File: src/hw/rtl/dmxpfa_pkg.sv
// Shared types and constants for the DMX universe pixel frame assembler.
// No dependencies; used by every module under hw/rtl.
package dmxpfa_pkg;

    localparam int MAX_UNI_DEF = 16;
    localparam int CH_PER_UNI  = 512;
    localparam int POS_IN_W    = 9;    // log2 of channels per universe
    localparam int POS_W       = 10;
    localparam int PC_W        = 12;
    localparam int UNI_W       = 15;
    localparam int CLEN_W      = 10;
    localparam int CFG_IDX_W   = 2;
    localparam int CFG_DATA_W  = 16;
    localparam int CFG_NBYTES  = 5;
    localparam int NUM_LIGHTS  = 4;

    // linear channel index: universe (up to 64) times 512 plus position
    localparam int LIN_W       = 15;

    // divide by three through a reciprocal; exact for any LIN_W-bit value
    localparam int RCP_SH                = LIN_W + 2;
    localparam logic [RCP_SH-1:0] DIV3_RCP = RCP_SH'((2 ** RCP_SH + 2) / 3);

    typedef enum logic [2:0] {
        EV_PIXEL   = 3'd0,
        EV_CFG_OK  = 3'd1,
        EV_CFG_LEN = 3'd2,
        EV_CFG_SUM = 3'd3,
        EV_FRAME   = 3'd4
    } t_event;

    typedef enum logic [CFG_IDX_W-1:0] {
        CFG_PIXEL_COUNT     = 2'd0,
        CFG_CONFIG_UNIVERSE = 2'd1,
        CFG_CONFIG_LENGTH   = 2'd2
    } t_cfg_idx;

    typedef enum logic {
        CMD_BYTE = 1'b0,
        CMD_END  = 1'b1
    } t_cmd;

    typedef struct packed {
        t_event                      ev;
        logic [LIN_W-1:0]            lin;
        logic [7:0]                  value;
        logic [NUM_LIGHTS-1:0][7:0]  lights;
    } t_entry;

endpackage

File: src/hw/rtl/dmxpfa_front.sv
// Front end: configuration registers, packet tracking and classification of each beat.
// Depends on dmxpfa_pkg; pushes one t_entry per result into dmxpfa_queue.
module dmxpfa_front #(
    parameter int MAX_UNIVERSES = dmxpfa_pkg::MAX_UNI_DEF
) (
    input  logic                               i_clk,
    input  logic                               i_rst_n,
    input  logic                               i_cfg_valid,
    input  logic [dmxpfa_pkg::CFG_IDX_W-1:0]   i_cfg_index,
    input  logic [dmxpfa_pkg::CFG_DATA_W-1:0]  i_cfg_data,
    input  logic                               i_in_valid,
    output logic                               o_in_ready,
    input  logic                               i_command,
    input  logic [dmxpfa_pkg::UNI_W-1:0]       i_universe,
    input  logic [7:0]                         i_channel_byte,
    input  logic                               i_q_ready,
    output logic                               o_push,
    output dmxpfa_pkg::t_entry                 o_entry
);

    localparam int UIDX_W = (MAX_UNIVERSES > 1) ? $clog2(MAX_UNIVERSES) : 1;
    localparam int CNT_W  = $clog2(MAX_UNIVERSES + 1);
    localparam int LIN_W  = dmxpfa_pkg::LIN_W;
    localparam int POS_W  = dmxpfa_pkg::POS_W;
    localparam int PIN_W  = dmxpfa_pkg::POS_IN_W;

    logic [dmxpfa_pkg::PC_W-1:0]   r_pixel_count;
    logic [dmxpfa_pkg::UNI_W-1:0]  r_cfg_uni;
    logic [dmxpfa_pkg::CLEN_W-1:0] r_cfg_len;
    logic [POS_W-1:0]              r_pos;
    logic [7:0]                    r_cfg_b [dmxpfa_pkg::CFG_NBYTES];
    logic [MAX_UNIVERSES-1:0]      r_seen;
    logic [CNT_W-1:0]              r_seen_cnt;

    logic [13:0]       w_pc3;
    logic [14:0]       w_tot_sum;
    logic [5:0]        w_tot_raw;
    logic [CNT_W-1:0]  w_total;
    logic              w_is_cfg;
    logic              w_in_frame;
    logic [LIN_W-1:0]  w_lin;
    logic              w_pix_ok;
    logic [9:0]        w_sum;
    logic [UIDX_W-1:0] w_idx;
    logic [CNT_W-1:0]  w_cnt_nx;
    logic              w_frame_done;
    logic              w_accept;
    logic              w_push;

    assign o_in_ready = i_q_ready;
    assign w_accept   = i_in_valid && o_in_ready;

    always_comb begin
        w_pc3     = {2'b00, r_pixel_count} + {1'b0, r_pixel_count, 1'b0};
        w_tot_sum = {1'b0, w_pc3} + 15'd511;
        w_tot_raw = w_tot_sum[14:9];
        if ({10'd0, w_tot_raw} > 16'(MAX_UNIVERSES)) begin
            w_total = CNT_W'(MAX_UNIVERSES);
        end else begin
            w_total = CNT_W'(w_tot_raw);
        end
        w_is_cfg   = (i_universe == r_cfg_uni);
        w_in_frame = (i_universe < dmxpfa_pkg::UNI_W'(w_total));
        w_lin      = {i_universe[LIN_W-PIN_W-1:0], r_pos[PIN_W-1:0]};
        w_pix_ok   = (r_pos < POS_W'(dmxpfa_pkg::CH_PER_UNI))
                     && ({1'b0, w_lin} < 16'(w_pc3));
        w_sum      = {2'b00, r_cfg_b[0]} + {2'b00, r_cfg_b[1]}
                     + {2'b00, r_cfg_b[2]} + {2'b00, r_cfg_b[3]};
        w_idx      = i_universe[UIDX_W-1:0];
        w_cnt_nx   = r_seen_cnt + CNT_W'(!r_seen[w_idx]);
        w_frame_done = w_in_frame && (w_cnt_nx == w_total);
    end

    always_comb begin
        w_push         = 1'b0;
        o_entry.ev     = dmxpfa_pkg::EV_PIXEL;
        o_entry.lin    = '0;
        o_entry.value  = '0;
        o_entry.lights = '0;
        if (i_command == dmxpfa_pkg::CMD_BYTE) begin
            if (!w_is_cfg && w_in_frame && w_pix_ok) begin
                w_push        = 1'b1;
                o_entry.lin   = w_lin;
                o_entry.value = i_channel_byte;
            end
        end else if (w_is_cfg) begin
            w_push = 1'b1;
            if (r_pos != r_cfg_len) begin
                o_entry.ev = dmxpfa_pkg::EV_CFG_LEN;
            end else if (w_sum != {2'b00, r_cfg_b[4]}) begin
                o_entry.ev = dmxpfa_pkg::EV_CFG_SUM;
            end else begin
                o_entry.ev     = dmxpfa_pkg::EV_CFG_OK;
                o_entry.lights = {r_cfg_b[3], r_cfg_b[2], r_cfg_b[1], r_cfg_b[0]};
            end
        end else if (w_frame_done) begin
            w_push     = 1'b1;
            o_entry.ev = dmxpfa_pkg::EV_FRAME;
        end
    end

    assign o_push = w_accept && w_push;

    always_ff @(posedge i_clk) begin
        if (!i_rst_n) begin
            r_pixel_count <= dmxpfa_pkg::PC_W'(170);
            r_cfg_uni     <= '1;
            r_cfg_len     <= dmxpfa_pkg::CLEN_W'(5);
            r_pos         <= '0;
            r_seen        <= '0;
            r_seen_cnt    <= '0;
            for (int k = 0; k < dmxpfa_pkg::CFG_NBYTES; k++) begin
                r_cfg_b[k] <= '0;
            end
        end else begin
            if (i_cfg_valid) begin
                unique case (i_cfg_index)
                    dmxpfa_pkg::CFG_PIXEL_COUNT: begin
                        r_pixel_count <= i_cfg_data[dmxpfa_pkg::PC_W-1:0];
                    end
                    dmxpfa_pkg::CFG_CONFIG_UNIVERSE: begin
                        r_cfg_uni <= i_cfg_data[dmxpfa_pkg::UNI_W-1:0];
                    end
                    dmxpfa_pkg::CFG_CONFIG_LENGTH: begin
                        r_cfg_len <= i_cfg_data[dmxpfa_pkg::CLEN_W-1:0];
                    end
                    default: begin
                    end
                endcase
            end
            if (w_accept) begin
                if (i_command == dmxpfa_pkg::CMD_BYTE) begin
                    if (w_is_cfg && (r_pos < POS_W'(dmxpfa_pkg::CFG_NBYTES))) begin
                        r_cfg_b[r_pos[2:0]] <= i_channel_byte;
                    end
                    if (r_pos != '1) begin
                        r_pos <= r_pos + POS_W'(1);
                    end
                end else begin
                    r_pos <= '0;
                    for (int k = 0; k < dmxpfa_pkg::CFG_NBYTES; k++) begin
                        r_cfg_b[k] <= '0;
                    end
                    if (!w_is_cfg && w_in_frame) begin
                        if (w_frame_done) begin
                            r_seen     <= '0;
                            r_seen_cnt <= '0;
                        end else begin
                            r_seen[w_idx] <= 1'b1;
                            r_seen_cnt    <= w_cnt_nx;
                        end
                    end
                end
            end
        end
    end

endmodule

File: src/hw/rtl/dmxpfa_queue.sv
// Two-entry queue (head plus spare) between front and back end.
// Depends on dmxpfa_pkg for t_entry.
module dmxpfa_queue (
    input  logic               i_clk,
    input  logic               i_rst_n,
    input  logic               i_push,
    input  dmxpfa_pkg::t_entry i_entry,
    output logic               o_ready,
    input  logic               i_pop,
    output logic               o_valid,
    output dmxpfa_pkg::t_entry o_entry
);

    dmxpfa_pkg::t_entry r_head;
    dmxpfa_pkg::t_entry r_tail;
    logic               r_head_v;
    logic               r_tail_v;
    logic               w_pop;

    assign o_ready = !r_tail_v;
    assign o_valid = r_head_v;
    assign o_entry = r_head;
    assign w_pop   = i_pop && r_head_v;

    always_ff @(posedge i_clk) begin
        if (!i_rst_n) begin
            r_head_v <= 1'b0;
            r_tail_v <= 1'b0;
        end else if (w_pop) begin
            if (r_tail_v) begin
                r_tail_v <= 1'b0;
            end else begin
                r_head_v <= i_push;
            end
        end else if (i_push) begin
            if (!r_head_v) begin
                r_head_v <= 1'b1;
            end else begin
                r_tail_v <= 1'b1;
            end
        end
    end

    always_ff @(posedge i_clk) begin
        if (w_pop) begin
            r_head <= r_tail_v ? r_tail : i_entry;
        end else if (i_push) begin
            if (!r_head_v) begin
                r_head <= i_entry;
            end else begin
                r_tail <= i_entry;
            end
        end
    end

endmodule

File: src/hw/rtl/dmxpfa_back.sv
// Back end: turns a queued entry into pixel index and colour slot, holds the result beat.
// Depends on dmxpfa_pkg for t_entry and the divide-by-three reciprocal.
module dmxpfa_back (
    input  logic               i_clk,
    input  logic               i_rst_n,
    input  logic               i_valid,
    input  dmxpfa_pkg::t_entry i_entry,
    output logic               o_pop,
    output logic               o_out_valid,
    input  logic               i_out_ready,
    output logic [2:0]         o_event_res,
    output logic [11:0]        o_pixel_index,
    output logic [1:0]         o_color_slot,
    output logic [7:0]         o_pixel_value,
    output logic [7:0]         o_lights_out0,
    output logic [7:0]         o_lights_out1,
    output logic [7:0]         o_lights_out2,
    output logic [7:0]         o_lights_out3
);

    localparam int LIN_W = dmxpfa_pkg::LIN_W;
    localparam int SH    = dmxpfa_pkg::RCP_SH;

    logic                   r_valid;
    logic [2:0]             r_event;
    logic [11:0]            r_pix;
    logic [1:0]             r_slot;
    logic [7:0]             r_value;
    logic [3:0][7:0]        r_lights;

    logic [LIN_W+SH-1:0]    w_prod;
    logic [LIN_W-1:0]       w_pix;
    logic [LIN_W-1:0]       w_rem;

    always_comb begin
        w_prod = (LIN_W + SH)'(i_entry.lin) * (LIN_W + SH)'(dmxpfa_pkg::DIV3_RCP);
        w_pix  = w_prod[SH +: LIN_W];
        w_rem  = i_entry.lin - {w_pix[LIN_W-2:0], 1'b0} - w_pix;
    end

    assign o_pop = i_valid && (!r_valid || i_out_ready);

    always_ff @(posedge i_clk) begin
        if (!i_rst_n) begin
            r_valid <= 1'b0;
        end else if (o_pop) begin
            r_valid <= 1'b1;
        end else if (i_out_ready) begin
            r_valid <= 1'b0;
        end
    end

    always_ff @(posedge i_clk) begin
        if (o_pop) begin
            r_event  <= i_entry.ev;
            r_pix    <= w_pix[11:0];
            r_slot   <= w_rem[1:0];
            r_value  <= i_entry.value;
            r_lights <= i_entry.lights;
        end
    end

    assign o_out_valid   = r_valid;
    assign o_event_res   = r_event;
    assign o_pixel_index = r_pix;
    assign o_color_slot  = r_slot;
    assign o_pixel_value = r_value;
    assign o_lights_out0 = r_lights[0];
    assign o_lights_out1 = r_lights[1];
    assign o_lights_out2 = r_lights[2];
    assign o_lights_out3 = r_lights[3];

endmodule

File: src/hw/rtl/dmx_universe_pixel_frame_assembler_top.sv
// Top level of the DMX universe pixel frame assembler: front, queue and back end.
// Depends on dmxpfa_pkg, dmxpfa_front, dmxpfa_queue, dmxpfa_back.
//
//  channel | handshake                 | beat contents
//  --------+---------------------------+------------------------------------------
//  cfg     | i_cfg_valid / o_cfg_ready | i_cfg_index, i_cfg_data
//  in      | i_in_valid / o_in_ready   | i_command, i_universe, i_channel_byte
//  out     | o_out_valid / i_out_ready | o_event_res, pixel index/slot/value, lights
//
// One input beat per cycle while the queue has room; the front end classifies each
// beat combinationally, the back end does one divide-by-three multiply per result
// taken, and the two-entry queue ahead of the result register absorbs a stall.
// Synchronous active-low reset clears packet state, universe marks and the queue.
// Config port is always ready.
module dmx_universe_pixel_frame_assembler_top #(
    parameter int MAX_UNIVERSES = dmxpfa_pkg::MAX_UNI_DEF
) (
    input  logic                               i_clk,
    input  logic                               i_rst_n,
    input  logic                               i_cfg_valid,
    output logic                               o_cfg_ready,
    input  logic [dmxpfa_pkg::CFG_IDX_W-1:0]   i_cfg_index,
    input  logic [dmxpfa_pkg::CFG_DATA_W-1:0]  i_cfg_data,
    input  logic                               i_in_valid,
    output logic                               o_in_ready,
    input  logic                               i_command,
    input  logic [dmxpfa_pkg::UNI_W-1:0]       i_universe,
    input  logic [7:0]                         i_channel_byte,
    output logic                               o_out_valid,
    input  logic                               i_out_ready,
    output logic [2:0]                         o_event_res,
    output logic [11:0]                        o_pixel_index,
    output logic [1:0]                         o_color_slot,
    output logic [7:0]                         o_pixel_value,
    output logic [7:0]                         o_lights_out0,
    output logic [7:0]                         o_lights_out1,
    output logic [7:0]                         o_lights_out2,
    output logic [7:0]                         o_lights_out3
);

    logic               w_push;
    logic               w_q_ready;
    logic               w_q_valid;
    logic               w_pop;
    dmxpfa_pkg::t_entry w_push_entry;
    dmxpfa_pkg::t_entry w_head_entry;

    assign o_cfg_ready = 1'b1;

    dmxpfa_front #(
        .MAX_UNIVERSES (MAX_UNIVERSES)
    ) u_front (
        .i_clk          (i_clk),
        .i_rst_n        (i_rst_n),
        .i_cfg_valid    (i_cfg_valid),
        .i_cfg_index    (i_cfg_index),
        .i_cfg_data     (i_cfg_data),
        .i_in_valid     (i_in_valid),
        .o_in_ready     (o_in_ready),
        .i_command      (i_command),
        .i_universe     (i_universe),
        .i_channel_byte (i_channel_byte),
        .i_q_ready      (w_q_ready),
        .o_push         (w_push),
        .o_entry        (w_push_entry)
    );

    dmxpfa_queue u_queue (
        .i_clk   (i_clk),
        .i_rst_n (i_rst_n),
        .i_push  (w_push),
        .i_entry (w_push_entry),
        .o_ready (w_q_ready),
        .i_pop   (w_pop),
        .o_valid (w_q_valid),
        .o_entry (w_head_entry)
    );

    dmxpfa_back u_back (
        .i_clk         (i_clk),
        .i_rst_n       (i_rst_n),
        .i_valid       (w_q_valid),
        .i_entry       (w_head_entry),
        .o_pop         (w_pop),
        .o_out_valid   (o_out_valid),
        .i_out_ready   (i_out_ready),
        .o_event_res   (o_event_res),
        .o_pixel_index (o_pixel_index),
        .o_color_slot  (o_color_slot),
        .o_pixel_value (o_pixel_value),
        .o_lights_out0 (o_lights_out0),
        .o_lights_out1 (o_lights_out1),
        .o_lights_out2 (o_lights_out2),
        .o_lights_out3 (o_lights_out3)
    );

    a_slot_range: assert property (@(posedge i_clk) disable iff (!i_rst_n)
        o_out_valid && (o_event_res == dmxpfa_pkg::EV_PIXEL) |-> (o_color_slot != 2'd3))
        else $error("colour slot out of range");

    a_lights_only_ok: assert property (@(posedge i_clk) disable iff (!i_rst_n)
        o_out_valid && (o_event_res != dmxpfa_pkg::EV_CFG_OK)
        |-> (o_lights_out0 == 8'd0) && (o_lights_out1 == 8'd0)
            && (o_lights_out2 == 8'd0) && (o_lights_out3 == 8'd0))
        else $error("lights set on a non-config result");

    a_pixel_fields_zero: assert property (@(posedge i_clk) disable iff (!i_rst_n)
        o_out_valid && (o_event_res != dmxpfa_pkg::EV_PIXEL)
        |-> (o_pixel_index == 12'd0) && (o_color_slot == 2'd0) && (o_pixel_value == 8'd0))
        else $error("pixel fields set on a non-pixel result");

    a_no_overrun: assert property (@(posedge i_clk) disable iff (!i_rst_n)
        w_push |-> w_q_ready)
        else $error("queue pushed while full");

endmodule

File: config.mk
export PLATFORM = sky130hd
export DESIGN_NAME = dmx_universe_pixel_frame_assembler_top
export DESIGN_NICKNAME = d
export VERILOG_FILES = /design/src/hw/rtl/dmxpfa_pkg.sv /design/src/hw/rtl/dmxpfa_front.sv /design/src/hw/rtl/dmxpfa_queue.sv /design/src/hw/rtl/dmxpfa_back.sv /design/src/hw/rtl/dmx_universe_pixel_frame_assembler_top.sv
export SDC_FILE = /design/constraint.sdc
export NUM_CORES = 1
export LEC_CHECK = 0
export ABC_AREA = 1
export BUFFER_PORTS_ARGS = -buffer_cell sky130_fd_sc_hd__buf_2
export CORE_UTILIZATION = 55
export DETAILED_ROUTE_END_ITERATION = 8
export MAX_ROUTING_LAYER = met4
export PLACE_DENSITY_LB_ADDON = 0.3
export SLEW_MARGIN = 15
export SYNTH_ARGS = -nofsm -noshare
export SYNTH_HDL_FRONTEND = slang
export SYNTH_SLANG_ARGS = --single-unit
File: constraint.sdc
create_clock -name i_clk -period 13.35 [get_ports i_clk]
set_clock_uncertainty 0.1 [all_clocks]
set_input_delay 0.6675 -clock i_clk [delete_from_list [all_inputs] [get_ports i_clk]]
set_output_delay 0.6675 -clock i_clk [all_outputs]
set_load 0.02 [all_outputs]
== Word-level counts from Yosys, hierarchy flattened ==
Memory sizes are Yosys's and may differ from the RTL's.
Index checks and enable logic that the tools add are counted.

* Memories: 1
* Bits in registers: 244
* Output and inout port bits: 60
* Bits in writable memories: 40
* Logic and storage cells: 147
* Bits of input ports: 47

* Bitwise gates (word level): 8
* Muxes and demuxes: 51
* Add/subtract/negate cells: 9
* $lt $le $gt $ge: 7
* Multipliers: 1
* Reduce and logical (&&, ||, !) cells: 30
* Equality and inequality tests: 9

{| class="wikitable"
|+ Memory list
! memory !! words !! width !! rd ports !! clocked after memory_dff !! write ports !! RTL line !! text
|-
| u_front.r_cfg_b || 5 || 8 || 5 || 0 || 5 || dmxpfa_front.sv:31 || <nowiki>logic [7:0] r_cfg_b [dmxpfa_pkg::CFG_NBYTES];</nowiki>
|}

{| class="wikitable"
|+ Operators by type and width
! cell !! number
|-
| $mux W58 || 4
|-
| $mux W32 || 4
|-
| $mux W8 || 6
|-
| $mux W23 || 2
|-
| $mul A15 B16 Y29 const B || 1
|-
| $mux W1 || 22
|-
| $add A10 B8 Y10 || 2
|-
| $mux W10 || 2
|-
| $mux W16 || 1
|-
| $or A16 B16 Y16 || 1
|-
| $add A14 B9 Y15 const B || 1
|-
| $eq A15 B15 Y1 || 1
|-
| $lt A15 B14 Y1 || 1
|-
| $lt A15 B5 Y1 || 1
|-
| $mux W3 || 5
|-
| $add A12 B13 Y14 || 1
|-
| $reduce_and A2 Y1 || 7
|-
| $add A10 B1 Y10 const B || 1
|-
| $logic_and A1 B1 Y1 || 10
|-
| $lt A10 B10 Y1 const B || 1
|-
| $lt A10 B3 Y1 const B || 1
|-
| $mux W5 || 2
|-
| $ne A10 B10 Y1 || 1
|-
| $ne A10 B10 Y1 const B || 1
|-
| other kinds (23) || 36
|}

== Logic depth before layout (Yosys ltp) ==
Gate-level depths: netlist of run 1.

* Depth in word-level cells: 12
* Depth in mapped cells: 30

== Modules after synthesis ==
Synthesis of run 1 repeated with hierarchy kept, for this count alone.

* Cell total of the unflattened synthesis: 1820
* Area total of the unflattened synthesis: 17330.4 um^2

{| class="wikitable"
|+ By module, submodules not included
! module !! times used !! area each (um^2) !! seq. area each (um^2) !! cells each
|-
| dmxpfa_front || 1 || 7325.8 || 2562.5 || 959
|-
| dmxpfa_back || 1 || 5587.9 || 1731.7 || 536
|-
| dmxpfa_queue || 1 || 4405.5 || 3523.4 || 323
|-
| dmx_universe_pixel_frame_assembler_top || 1 || 11.3 || 0.0 || 2
|}

== Worst setup path after synthesis of run 1 ==
Ideal clock, no wire load.

* Path kind: register -> register
* Start: register u_front.r_pixel_count[0] (netlist name)
* End: register u_queue.r_head (netlist bit u_queue.o_entry[0]), enable pin
* Stages on the path, launching flop included: 23
* Setup time: 554 ps
* Data arrival time: 7375 ps
* Data required time: 12696 ps
* Path slack: 5321 ps
* Period minus slack after synthesis: 8029 ps
* Cells stage by stage: dfxtp_1 -> ha_1 -> inv_1 -> fa_1 -> inv_1 -> nand2_2 -> nand2_2 -> nand3_1 -> a21o_1 -> nand2_2 -> nand2_1 -> nor2_1 -> nand2_1 -> nand2_1 -> nand2_4 -> ha_1 -> a2111oi_0 -> nand4_1 -> a21oi_2 -> nand3_1 -> nand2_1 -> nand3_1 -> o21ai_0

* Word-level cells in the longest chain between the ends: 12
* Elaborated cells on any way between the ends: 18

{| class="wikitable"
|+ RTL lines
! what !! RTL line !! text
|-
| start, declared || dmxpfa_front.sv:27 || <nowiki>logic [dmxpfa_pkg::PC_W-1:0] r_pixel_count;</nowiki>
|-
| start signal, assigned || dmxpfa_front.sv:106 || <nowiki>r_pixel_count <= dmxpfa_pkg::PC_W'(170);</nowiki>
|-
| start signal, assigned || dmxpfa_front.sv:119 || <nowiki>r_pixel_count <= i_cfg_data[dmxpfa_pkg::PC_W-1:0];</nowiki>
|-
| $add A12 B13 Y14 (*) || dmxpfa_front.sv:54 || <nowiki>w_pc3 = {2'b00, r_pixel_count} + {1'b0, r_pixel_count, 1'b0};</nowiki>
|-
| $add A14 B9 Y15 || dmxpfa_front.sv:55 || <nowiki>w_tot_sum = {1'b0, w_pc3} + 15'd511;</nowiki>
|-
| $gt A6 B5 Y1 || dmxpfa_front.sv:57 || <nowiki>if ({10'd0, w_tot_raw} > 16'(MAX_UNIVERSES)) begin</nowiki>
|-
| $mux W5 || dmxpfa_front.sv:57 ||
|-
| $lt A15 B5 Y1 / $eq A5 B5 Y1 (equally long branches) || dmxpfa_front.sv:63, dmxpfa_front.sv:71 ||
|-
| $logic_and A1 B1 Y1, on equally long branches || dmxpfa_front.sv:71, dmxpfa_front.sv:81 ||
|-
| $mux W1 / $logic_and A1 B1 Y1 (equally long branches) || dmxpfa_front.sv:96, dmxpfa_front.sv:81 ||
|-
| $mux W1, on equally long branches || dmxpfa_front.sv:86, dmxpfa_front.sv:81 ||
|-
| $mux W1 (*) || dmxpfa_front.sv:80 || <nowiki>if (i_command == dmxpfa_pkg::CMD_BYTE) begin</nowiki>
|-
| $logic_and A1 B1 Y1 (*) || dmxpfa_front.sv:102 || <nowiki>assign o_push = w_accept && w_push;</nowiki>
|-
| $reduce_bool A2 Y1 (no source line) (*) || n/a ||
|-
| $reduce_and A2 Y1 (no source line) (*) || n/a ||
|-
| end signal, assigned || dmxpfa_queue.sv:46 || <nowiki>r_head <= r_tail_v ? r_tail : i_entry;</nowiki>
|-
| end signal, assigned || dmxpfa_queue.sv:49 || <nowiki>r_head <= i_entry;</nowiki>
|-
| end, declared || dmxpfa_queue.sv:14 || <nowiki>dmxpfa_pkg::t_entry r_head;</nowiki>
|}

Mark *: on every way between the ends. The rest lies on a longest branch, timed or not.
A chain may end at the register's enable or synchronous reset.

== Final worst setup path of run 1 ==
* Start: register u_front.r_pixel_count[0] (netlist name)
* End: register u_queue.r_head (netlist bit u_queue.o_entry[41]), enable pin

The elaborated chain is that of the path after synthesis.

==> results of run 1 <==
==> state kept, by name (all words and copies together) (netlist names) <==
register               cells
u_back.o_color_slot        2
u_back.o_event_res         3
u_back.o_lights_out0       8
u_back.o_lights_out1       8
u_back.o_lights_out2       8
u_back.o_lights_out3       8
u_back.o_out_valid         1
u_back.o_pixel_index      12
u_back.o_pixel_value       8
u_front.r_cfg_b           40
u_front.r_cfg_len         10
u_front.r_cfg_uni         15
u_front.r_pixel_count     12
u_front.r_pos             10
u_front.r_seen            16
u_front.r_seen_cnt         5
u_queue.o_entry           58
u_queue.o_valid            1
u_queue.r_tail            58
u_queue.r_tail_v           1
==> power by group <==
group          internal, W  total, W  switching [W]
clock             0.000507  0.000847       0.000340
combinational     0.000328  0.000838       0.000510
sequential         0.00101   0.00103      0.0000165
total              0.00185   0.00271       0.000867
==> metrics by stage <==
step	hold WS, ns	util
3_5_place_dp	0.305	0.593
2_1_floorplan	0.300	-
4_1_cts	0.209	0.627
5_1_grt	0.215	0.628
3_3_place_gp	0.302	0.593
6_report	0.223	0.628
==> routing by layer <==
layer,vias up,share of wire,GRT usage
met1,5712,0.45,0.326
li1,5894,-,-
met2,389,0.47,0.390
met3,50,0.062,0.0267
met4,0,0.019,0.0585
met5,-,0,-
==> worst paths after layout <==
path,end,slack [ns],cells after the start
min reg2reg,u_back.o_pixel_value[1],0.32,0
min,u_front.r_cfg_uni[13],0.22,3
max,u_queue.o_entry[41],7.00,26
max reg2reg,u_queue.o_entry[41],7.00,26
==> cell families (layout without fill, tap and decap cells) <==
kind of cell | count (synthesis) | in the layout | synth area share
simple gates | 668 | 668 | 0.175
buf+inv | 311 | 438 | 0.0722
flops | 284 | 284 | 0.466
fa+ha+maj | 221 | 221 | 0.198
compound gates | 179 | 179 | 0.0585
xor+xnor | 58 | 58 | 0.0303
other cells | 2 | 2 | 0.000448
==> cells in the final DEF (no fill, tap or decap), types with 6 or more instances in the layout <==
cell,instances
nor3_2,19
nand3_1,113
inv_2,7
buf_4,7
a21oi_1,103
buf_2,104
xnor2_1,25
ha_1,148
a31oi_1,8
nand2_1,213
dfxtp_1,71
clkbuf_16,29
a21o_1,6
nand4_1,19
edfxtp_1,213
nor2_1,261
inv_1,263
fa_1,73
nor4_1,8
xor2_1,33
nor3_1,12
o21ai_0,35
clkinv_2,6
==> worst reg2reg max path, stage by stage (launching register included) <==
cell and delay, ns:
dfxtp_1 0.38, ha_1 0.25, inv_1 0.07, fa_1 0.40, inv_1 0.12, nand2_2 0.09
nand2_2 0.09, nand3_1 0.09, nand2_1 0.07, nand2_1 0.05, nand2_1 0.13, nor2_2 0.07
nand2_1 0.11, nand2_1 0.08, nor2_1 0.16, nand2_1 0.10, nand2_1 0.11, nand2_4 0.09
ha_1 0.30, a2111oi_0 0.39, nand4_1 0.24, inv_1 0.12, nand4_2 0.70, nand2_1 0.32
nand3_1 0.17, o21ai_4 0.59, buf_4 0.58
==> cell type report <==
cell class,count,area [um2],area share
tap,390,488,0.0261
sequential,284,7820,0.418
multi-input combinational,1128,7780,0.416
inverter,273,1020,0.0548
clock inverter,17,209,0.0112
clock buffer,37,807,0.0432
timing repair buffer,111,573,0.0306
==> flow_summary.toml, run 1 <==
[global_routing]
grt_pass1_wl_mm = 58.2
grt.overflow.total = 0
grt_usage = 0.241
grt_max_degree = 59
antenna_found_initial = 0
grt_pass1_vias = 11869

[logic_synthesis]
ys_ff_latch = 284
yosys.cell_count.top_type = "nor2_1"
syn_avg_cell_area_um2 = 9.73
synthTopCellsByCount = "nor2_1 (264), inv_1 (263), edfxtp_1 (213), nand2_1 (213), ha_1 (148)"
async_flop_share = 0
synth-seq-area-share = 0.466
synth_edf_count = 213
synth_cell_type_count = 46
synth.net_count = 1991
netlist_instances = 1723
synthTopCellsByArea = "edfxtp_1 (38%), ha_1 (11%), fa_1 (8.7%)"
yosys.area.top_type = "edfxtp_1"
synth_top_area_frac = 0.382
syn_area_um2 = 16800
synth_flop_cell = "edfxtp_1"
yosys_warnings = 0

[clocking]
cts_resized = 0
cts_max_level = 1
cts_tree = "yes"
cts_buffers = 29
post_cts.repair.setup_buffers = 0
hold_buffers = 0
path_clk_slew_ns = 0.06
clkLatencyLatePin_ns = 0.55
cts_buffer_depth = 3
cts_root_buf = "clkbuf_16"
clock_sinks = 284

[finish]
final_layout_size_suffix_gt1_frac = 0.114
antenna_cells = 0
area_growth_pct = 11.5
nNetsFinal = 2095
fillerInstances = 2412
final_cell_count_no_fill = 2240
stdcell_area_um2 = 18700

[placed_design]
pre_cts_slack_ns = 7.06
dp_hpwl_mm = 26.6
port_buffers = 104
place_inst = 2186
dpl_cell_area_um2 = 17700
gp_congestion = 0.934

[setup_path]
cp_data_arrival_time_ns = 6.43
critPathLaunch = "u_front.r_pixel_count[0]"
slowest_delay_ns = 0.70
cp-end-kind = "flop"
cp_common_cell = "nand2_1"
crit_family = "simple AND/OR/NAND/NOR gates"
critPathSlowestCell = "nand4_2"
path_class = "reg2reg"
required_ns = 13.44
path_buf_inv = 4
critPathLaunchType = "flop"
r2r-start = "u_front.r_pixel_count[0]"
crit_fanout = 42

[route]
vias_per_cell = 5.38
vias = 12045
drt_iter0_drc = 957
first_pass_iters = 6
route.detailed.drc = 0
finalWirelength_mm = 35.5
ant_nets = 0
avgRoutedWirePerCell_um = 15.8

[die]
die_area_um2 = 31200
core_um2 = 29800
ioPinCount = 107
rows = 63
initial_core_util = 0.563
die_width_um = 177
die_h_um = 177

[flow_run]
maxCapViolations = 0

[sta]
tns_ns = 0
min_period_over_period = 0.476
period_minus_slack_ns = 6.35
slew_violations = 0
rsz0062_at_grt = "false"
slew_headroom = 0.315
hold_violations = 0
fmax_mhz = 158
final-setup-viol-count = 0
finalWorstSetupSlack_ns = 7.00
tightest_slew_ns = 1.02

[worst_hold_path]
hold_path_class = "in2reg"
min-delay-start = "i_cfg_data[13]"

[pwr]
total_power_w = 0.00271
ir_drop_v = 0.000105
powerDensity_nw_per_um2 = 145
cellLeakagePower_nw = 8.61

[status]
status = "finished clean"
(Power assumes the default switching activity.)
==> run 2, diff against run 1 <==
- ABC_AREA: 1 -> 0
- clock period: 13.35 -> 5.5 ns (I/O delays scaled with it)
==> flow_summary.toml, run 2 <==
[status]
status = "complete, but fails checks"
violations = "setup timing"

[placed_design]
port_buffers = 104
pre_cts_slack_ns = -0.693
gp_congestion = 0.913
dp_hpwl_mm = 26.6
place_inst = 1994

[setup_path]
critPathLaunchType = "flop"
required_ns = 5.70
crit_chain = "ha_4 -> inv_1 -> fa_1 -> inv_1 -> fa_1 -> fa_1 -> fa_1 -> fa_1 -> ha_1 -> and4_1 -> o21ai_1 -> o21ai_1 -> o21a_2 -> a22o_1 -> o41ai_4 -> o21ai_1 -> or3_1 -> a31oi_1 -> xnor2_1"
cp_common_cell = "fa_1"
cp_data_arrival_time_ns = 6.13
crit_fanout = 3
critPathSlowestCell = "fa_1"
cp-end-kind = "flop"
slowest_delay_ns = 0.53
path_class = "reg2reg"

[clocking]
cts_tree = "yes"
cts_buffers = 30
cts_root_buf = "clkbuf_16"
path_clk_slew_ns = 0.06
cts_max_level = 1
cts_buffer_depth = 3
clkLatencyLatePin_ns = 0.55
clock_sinks = 284

[die]
initial_core_util = 0.565
rows = 63
core_um2 = 30000
die_area_um2 = 31500
die_width_um = 177
die_h_um = 177
ioPinCount = 107

[global_routing]
grt_pass1_wl_mm = 58.7
grt_pass1_vias = 11570
antenna_found_initial = 0
grt.overflow.total = 0
grt_usage = 0.243
grt_max_degree = 58

[logic_synthesis]
synth_edf_count = 213
async_flop_share = 0
synth_top_family_by_area = "adder cells"
netlist_instances = 1464
synth_flop_cell = "edfxtp_1"
synth_top_area_frac = 0.378
synthAdderAreaFrac = 0.196
synthXorXnorAreaFrac = 0.0383
yosys_warnings = 0
yosys.area.top_type = "edfxtp_1"
synth-simple-area-share = 0.138
synthTopCellsByArea = "edfxtp_1 (38%), ha_1 (11%), fa_1 (8.6%)"
syn_area_um2 = 16900
syn_avg_cell_area_um2 = 11.6
synth-seq-area-share = 0.462
synthTopCellsByCount = "edfxtp_1 (213), inv_1 (152), ha_1 (148), nand2_1 (105), fa_1 (73)"
synth_mux_area_frac = 0.0469
ys_ff_latch = 284
synth_compound_area_frac = 0.0723
yosys.cell_count.top_type = "edfxtp_1"
synth_cell_type_count = 80
synth.net_count = 1732

[sta]
slew_violations = 0
tightest_slew_ns = 1.12
final-setup-viol-count = 8
rsz0062_at_grt = "true"
min_period_over_period = 1.08
period_minus_slack_ns = 5.93
fmax_mhz = 169
hold_violations = 0
finalWorstSetupSlack_ns = -0.431
whs_ns = 0.00594
slew_headroom = 0.249

[finish]
final_cell_count_no_fill = 2079
layout.cells.most_common_list = "edfxtp_1 (213), inv_1 (146), ha_1 (140)"
nNetsFinal = 1933
final_common_cell = "edfxtp_1"
final_layout_size_suffix_gt1_frac = 0.233
area_growth_pct = 18.4
antenna_cells = 0

[worst_hold_path]
hold_path_class = "in2reg"

[route]
vias = 11468
vias_per_cell = 5.52
route.detailed.drc = 0
avgRoutedWirePerCell_um = 17.4
first_pass_iters = 5
ant_nets = 0
finalWirelength_mm = 36.1
drt_iter0_drc = 689

[pwr]
ir_drop_v = 0.000252
cellLeakagePower_nw = 8.78
total_power_w = 0.00483
powerDensity_nw_per_um2 = 241

[flow_run]
maxCapViolations = 0
## run 2: cell types whose count changed after synthesis, moves of 16 or more
cell / delta
nor2_1: -199
inv_1: -111
nand2_1: -108
nand3_1: -78
a21oi_1: -63
and2_1: +56
mux2_2: +56
and3_1: +48
xnor2_1: +32
nor3_2: -17
a21boi_0: +16
xor2_1: -16
## run 2: what timing repair did
action,4_1_cts,5_1_grt
hold endpoints to repair,37,0
buffers inserted,6,8
resized for setup,22,32
pin swaps,17,24
hold buffers,15,0
setup endpoints to repair,21,169
gates cloned,0,1
## run 2: layout make-up
cell class                 count  area (um2)
clock buffer                  42         847
clock inverter                14         159
fill                        2284        9920
inverter                     154         578
multi-input combinational    978        8650
sequential                   284        7820
tap                          390         488
timing repair buffer         217        1480
## run 2: cells by family after synthesis
group                      Yosys count
adders and majority gates          221
muxes                               66
DFF                                284
other                                2
buffers and inverters              202
AOI/OAI and AO/OA                  176
xor gates and xnor gates            74
and+or+nand+nor                    439
## run 2: final timing paths
kind,start,endpoint,slack [ns],depth (start not counted)
worst min-delay path,i_out_ready,u_back.o_out_valid,0.006,3
worst max-delay path,u_queue.o_entry[52],u_back.o_pixel_index[11],-0.43,19
worst max register to register,u_queue.o_entry[52],u_back.o_pixel_index[11],-0.43,19
worst min register to register,u_queue.o_entry[33],u_back.o_pixel_value[1],0.32,0
## run 2: routing by layer
layer	vias up	GRT usage	routed length (um)
met5	-	-	0
met4	0	0.0780	1130
met3	69	0.0285	1570
met2	256	0.401	17500
met1	5562	0.314	15900
li1	5581	-	-
## run 2: report_power, final
part           leakage, nW  internal (W)  switching [W]
registers             2.61       0.00230      0.0000216
logic                 5.68      0.000197       0.000261
clock network        0.486       0.00122       0.000827
## run 2: through the flow
step                      instance area (um2)  utilization  TNS (ns)
after floorplan                         17100            -    -68.66
after global placement                  18500        0.619     -1.81
after detailed placement                18500        0.619     -2.43
after CTS                               19800        0.662     -1.32
after global routing                    20000        0.669     -3.90
final                                   20000        0.669     -1.20
## run 2: worst max-delay path, delay by kind of cell (launching register included)
kind | cells | cell delay (ns)
AND/OR/NAND/NOR | 2 | 0.54
buffers and inverters | 2 | 0.10
flip-flops | 1 | 0.46
adder cells (fa/ha/maj) | 7 | 3.10
AO/OA/AOI/OAI | 7 | 1.27
XOR/XNOR | 1 | 0.08
